$ cat src/rtl/assert_macros.svh
// Assertion macros shared by the timer queue RTL.
// No dependencies; included inside module bodies.
`ifndef ASSERT_MACROS_SVH
`define ASSERT_MACROS_SVH

// Check a condition at every clock edge outside reset.
`define STQ_ASSERT_ALWAYS(label, clk, rst, cond) \
   label: assert property (@(posedge clk) disable iff (rst) (cond)) \
      else $error("assertion failed");

// Check that a trigger implies a condition in the following clock cycle.
`define STQ_ASSERT_NEXT(label, clk, rst, trig, cond) \
   label: assert property (@(posedge clk) disable iff (rst) (trig) |=> (cond)) \
      else $error("assertion failed");

`endif

$ cat src/rtl/stq_pkg.sv
// Shared types and constants for the sorted timer queue.
// No dependencies.
package stq_pkg;
   localparam int unsigned CAPACITY = 16;
   localparam int unsigned CNT_W = $clog2(CAPACITY + 1);
   localparam int unsigned ID_W = 31;
   localparam int unsigned TIME_W = 31;
   localparam int unsigned DL_W = 32;
   localparam int unsigned DELAY_W = 24;
   localparam int unsigned TAG_W = 32;
   localparam int unsigned MARGIN_W = 16;
   localparam int unsigned FIRED_W = 5;
   localparam logic [ID_W-1:0] ID_MAX = {ID_W{1'b1}};
   localparam logic [ID_W-1:0] ID_FIRST = ID_W'(1);

   localparam logic [1:0] OP_SET = 2'd0;
   localparam logic [1:0] OP_KILL = 2'd1;
   localparam logic [1:0] OP_CHECK = 2'd2;

   localparam logic [1:0] KIND_SET = 2'd0;
   localparam logic [1:0] KIND_KILL = 2'd1;
   localparam logic [1:0] KIND_EXPIRY = 2'd2;
   localparam logic [1:0] KIND_DONE = 2'd3;

   localparam logic CSR_LATE_MARGIN = 1'b0;
   localparam logic CSR_BURST_LIMIT = 1'b1;

   typedef struct packed {
      logic              valid;
      logic [ID_W-1:0]   id;
      logic [DL_W-1:0]   deadline;
      logic [TAG_W-1:0]  tag;
      logic              notify;
   } entry_type;

   typedef enum logic [1:0] {
      CMD_NONE,
      CMD_INSERT,
      CMD_KILL,
      CMD_POP
   } cmd_op_type;

   typedef struct packed {
      cmd_op_type       op;
      logic [ID_W-1:0]  kill_id;
      entry_type        fresh;
   } cell_cmd_type;
endpackage

$ cat src/rtl/stq_cell.sv
// One slot of the sorted timer chain: holds a timer, inserts, removes, shifts.
// Depends on stq_pkg.
module stq_cell (
   input  logic                  clock,
   input  logic                  reset,
   input  stq_pkg::cell_cmd_type cmd,
   input  stq_pkg::entry_type    left_entry,
   input  stq_pkg::entry_type    right_entry,
   input  logic                  left_ge,
   input  logic                  left_hit,
   output stq_pkg::entry_type    entry,
   output logic                  ge,
   output logic                  hit
);
   import stq_pkg::*;

   entry_type entry_ff, entry_in;

   assign ge = entry_ff.valid && (cmd.fresh.deadline >= entry_ff.deadline);
   assign hit = left_hit || (entry_ff.valid && (entry_ff.id == cmd.kill_id));
   assign entry = entry_ff;

   always_comb begin
      entry_in = entry_ff;
      case (cmd.op)
         CMD_INSERT: begin
            if (!ge) begin
               entry_in = left_ge ? cmd.fresh : left_entry;
            end
         end
         CMD_KILL: begin
            if (hit) begin
               entry_in = right_entry;
            end
         end
         CMD_POP: entry_in = right_entry;
         default: entry_in = entry_ff;
      endcase
   end

   always_ff @(posedge clock) begin
      if (reset) begin
         entry_ff <= '0;
      end else begin
         entry_ff <= entry_in;
      end
   end
endmodule

$ cat config.mk
export PLATFORM = sky130hd
export DESIGN_NAME = stq_cell
export DESIGN_NICKNAME = d
export VERILOG_FILES = /design/src/rtl/assert_macros.svh /design/src/rtl/stq_pkg.sv /design/src/rtl/stq_cell.sv
export SDC_FILE = /design/constraint.sdc
export NUM_CORES = 1
export LEC_CHECK = 0
export BUFFER_PORTS_ARGS = -buffer_cell sky130_fd_sc_hd__clkbuf_2
export CAP_MARGIN = 20
export CORE_AREA = 2 2 167 169
export CTS_BUF_LIST = sky130_fd_sc_hd__clkbuf_2
export DETAILED_ROUTE_END_ITERATION = 16
export DIE_AREA = 0 0 169 171
export GPL_TIMING_DRIVEN = 0
export HOLD_SLACK_MARGIN = 0.06
export SETUP_SLACK_MARGIN = 0.1
export SKIP_LAST_GASP = 1
export SYNTH_ARGS = -nofsm -noshare
export SYNTH_HDL_FRONTEND = slang
export SYNTH_SLANG_ARGS = --single-unit
$ cat constraint.sdc
create_clock -name clock -period 2.55 [get_ports clock]
set_input_delay 0.1275 -clock clock [delete_from_list [all_inputs] [get_ports clock]]
set_output_delay 0.1275 -clock clock [all_outputs]
set_load 0.005 [all_outputs]
# Yosys cells after proc, flatten, opt, wreduce, memory -nomap -nowiden
# Index checks and enable logic that the tools add are counted.
totals:
  reg_bits: 97
  input_bits: 328
  output_inout_bits: 99
  word_cells: 21
classes:
  magnitude_cmp: 1
  eq_ne: 6
  muxes: 4
  reduce_logical: 5
op_table:
  columns: ["op", "count"]
  rows:
  - ["$mux 97", 3]
  - ["$pmux 97 s3", 1]
  - ["$ge 32x32->1", 1]
  - ["$eq 31x31->1", 1]
  - ["$eq 2x2->1 const B", 2]
  - ["$ne 2x2->1 const B", 2]
  - ["$reduce_and 3->1", 1]
  - ["$reduce_bool 3->1", 1]
  - ["$eq 2x1->1 const B", 1]
  - ["$logic_and 1x1->1", 2]
  - ["$logic_or 1x1->1", 1]

# Longest topological paths before layout
logic_depth:
  depth_word: 5
  ltp_mapped: 12
  depth_no_buf: 9

# Least setup slack after synthesis
# Ideal clock, no wire load.
synth_timing:
  kind: "flip-flop to flip-flop"
  startpoint: "register entry_ff (netlist bit entry[62])"
  endpoint: "register entry_ff (netlist bit entry[45])"
  setup_time_ns: 0.086
  arrival_time_ns: 2.494
  slack_ns: -0.030
  stages_incl_launch_ff: 13
  path_buffers: 3
  period_less_slack_ns: 2.580
  path_cell_list: "dfxtp_1 inv_1 ha_1 nand4_2 nor4_2 nand4_2 nor3_4 a2111oi_4 or2_1 buf_2 buf_6 buf_6 o31ai_2"
synth_between:
  elab_chain_cells: 4
synth_rtl:
  columns: ["item", "line_no", "text"]
  rows:
  - ["from (decl)", "stq_cell.sv:17", "entry_type entry_ff, entry_in;"]
  - ["from (signal assigned)", "stq_cell.sv:45", "entry_ff <= entry_in;"]
  - ["$ge 32x32->1", "stq_cell.sv:19", "assign ge = entry_ff.valid && (cmd.fresh.deadline >= entry_ff.deadline);"]
  - ["$logic_and 1x1->1", "stq_cell.sv:19", null]
  - ["$ne 2x2->1 (no line)", null, null]
  - ["$reduce_and 3->1 (no line)", null, null]
# Every way passes these cells.
# A chain may end at the register's enable or synchronous reset.

# Worst setup path after layout
layout_timing:
  startpoint: "register entry_ff (netlist bit entry[60])"
  endpoint: "register entry_ff (netlist bit entry[42])"
# Same word-level chain as after synthesis.

==> flow_metrics.env <==
export IMPL_run_status="finished, violations left"
export IMPL_violations="setup timing"
export IMPL_fin_worst_skew_ns=0.06301
export IMPL_maxSlewViolCount=0
export IMPL_portBuffers=423
export IMPL_min_path_type="in2reg"
export IMPL_period_needed_ns=2.783
export IMPL_clk_pin_slew_ns=0.33
export IMPL_leakage_nw=6.106
export IMPL_drt_iter0_drc=444
export IMPL_dp_cells=1756
export IMPL_drt_total_wl_um=37520
export IMPL_coreArea_um2=27320
export IMPL_synth_top_area_share=0.2668
export IMPL_synth_most_common_cell="nor2_1"
export IMPL_antenna_found_initial=4
export IMPL_die_w_um=169
export IMPL_power_total_mw=4.766
export IMPL_numCtsBuffers=9
export IMPL_path_class="reg2reg"
export IMPL_largest_register_ff_count=97
export IMPL_critPathArrivalTime_ns=3.30
export IMPL_hold_viol_final=0
export IMPL_period_share=1.091
export IMPL_crit_fanout=8
export IMPL_worst_slew_pin_slew_ns=1.004
export IMPL_endpoint_kind="flip-flop"
export IMPL_cp_required_ns=3.07
export IMPL_route_detailed_drc=0
export IMPL_synth_area_top_cells="dfxtp_1 (27%), mux2i_1 (13%), nor2_1 (10%)"
export IMPL_nets=2033
export IMPL_initial_core_util=0.2664
export IMPL_final_fill_count=2576
export IMPL_track_usage=0.2443
export IMPL_fin_ws_ns=-0.2331
export IMPL_htreeDepth=3
export IMPL_peakVddDrop_v=0.0001404
export IMPL_synth_cell_area_um2=7279
export IMPL_synth_edff_count=0
export IMPL_yosysTopAreaCell="dfxtp_1"
export IMPL_max_slew_margin=0.3304
export IMPL_setup_tns_final_ns=-10.65
export IMPL_drive_above_1_share=0.3689
export IMPL_clk_latency_ns=0.64
export IMPL_syn_to_final_growth_pct=81.44
export IMPL_syn_nets=1346
export IMPL_grt_pass1_wl_um=54380
export IMPL_power_density_nw_per_um2=360.9
export IMPL_cts_buffer_depth=2
export IMPL_async_flop_share=0
export IMPL_ys_warnings_count=0
export IMPL_num_io_pins=427
export IMPL_cts_tree="built"
export IMPL_ys_seq_elements=97
export IMPL_dp_hpwl_um=25940
export IMPL_ff2ff_path_depth=13
export IMPL_antenna_left=0
export IMPL_synth_avg_cell_area_um2=7.383
export IMPL_die_h_um=171
export IMPL_grt_max_degree=18
export IMPL_synth_commonest_cells="nor2_1 (194), o21ai_0 (115), a21oi_1 (109)"
export IMPL_rsz0062_at_grt="true"
export IMPL_drv_cap=0
export IMPL_wl_per_cell_um=18.49
export IMPL_start_kind="flip-flop"
export IMPL_hold_depth=3
export IMPL_drtPass1Iterations=5
export IMPL_synth_distinct_cells=39
export IMPL_vias=10070
export IMPL_clockRootBuffer="clkbuf_2"
export IMPL_routabilityCongestion=0.9262
export IMPL_die_area_um2=28900
export IMPL_setup_viol=92
export IMPL_grt_pass1_vias=10040
export IMPL_drt_vias_per_instance=4.964
export IMPL_ys_flop_type="dfxtp_1"
export IMPL_cts_sinks=97
export IMPL_yosysSeqAreaShare=0.2668
export IMPL_fp_row_count=61
export IMPL_grt_overflow_total=0
export IMPL_fin_cells=2029
export IMPL_max_freq_ghz=0.3593
export IMPL_post_place_ws_ns=-0.8779
export IMPL_syn_inst=986
placed cells by master, fill, tap and decap left out, types with 18 or more instances in the layout:
cell           netlist  layout
a21oi_1            109     108
clkbuf_1            70      49
clkbuf_2             0     441
dfxtp_1             97      73
dfxtp_2              0      21
dlygate4sd3_1        0     228
ha_1                32      25
inv_1               34      29
mux2i_1             97      97
nand2b_1            66      66
nor2_1             194     194
o21ai_0            115      91
o21ai_1             50      29
o21ai_2              0      43
xnor2_1             24      18
final cells by class:
type	instances	area [um2]	share of cell area
flip-flops and latches	97	1979	0.1499
clock buffers	10	50.05	0.003789
plain buffers	84	516.7	0.03912
repair buffers	677	4679	0.3543
clock inverters	6	73.82	0.005589
multi-input cells	770	5335	0.4039
diodes	5	12.51	0.0009473
well taps	346	432.9	0.03278
inverters	34	127.6	0.009663
worst max-delay path: stages, from the launching register on:
cell	delay [ns]
dfxtp_2	0.42
inv_2	0.05
ha_4	0.27
nand4_1	0.20
nor4_4	0.28
nand4_4	0.18
nor3_4	0.19
a2111oi_4	0.10
buf_6	0.16
or2_1	0.21
buf_6	0.15
buf_12	0.15
clkbuf_16	0.16
o31ai_2	0.15
routing by layer:
layer  GRT usage  up-vias  share of wire
met1      0.2773     4694           0.39
met5           0        -              0
met3     0.04326       93          0.065
met4     0.09736        0          0.038
li1            -     4790              -
met2      0.4530      495           0.51
repair_timing:
action | 4_1_cts | 5_1_grt
buffers inserted | 12 | 9
hold buffers | 228 | 0
endpoints found under the setup margin | 99 | 99
resized for setup | 100 | 89
gates cloned | 4 | 1
endpoints found under the hold margin | 97 | 0
pin swaps | 37 | 24
stage by stage:
step / hold slack [ns] / utilization / cell area (um2)
2_1_floorplan: 0.3708 / - / 7322
3_3_place_gp: 0.4519 / 0.3613 / 9872
3_5_place_dp: 0.4520 / 0.3618 / 9887
4_1_cts: 0.06097 / 0.4669 / 12760
5_1_grt: 0.1066 / 0.4833 / 13210
6_report: 0.1530 / 0.4834 / 13210
final timing paths:
check	from	to	slack, ns
worst min register to register	entry[17]	entry[17]	0.49
worst min-delay path	reset	entry[94]	0.15
worst max register to register	entry[60]	entry[42]	-0.23
worst max-delay path	entry[60]	entry[42]	-0.23
power breakdown:
part           internal (mW)  switching (mW)  leakage, nW
clock                  0.244           0.628       0.0711
combinational           1.09            1.03         5.22
sequential              1.66           0.111        0.811
total                   3.00            1.77         6.11
logic make-up after synthesis:
family	after synthesis	synth area share
compound gates	319	0.2568
simple gates	290	0.1836
buf+inv	119	0.06566
mux	98	0.1349
flops	97	0.2668
fa+ha+maj	32	0.05500
xor+xnor	31	0.03730
Power figures use the tool's default switching activity.
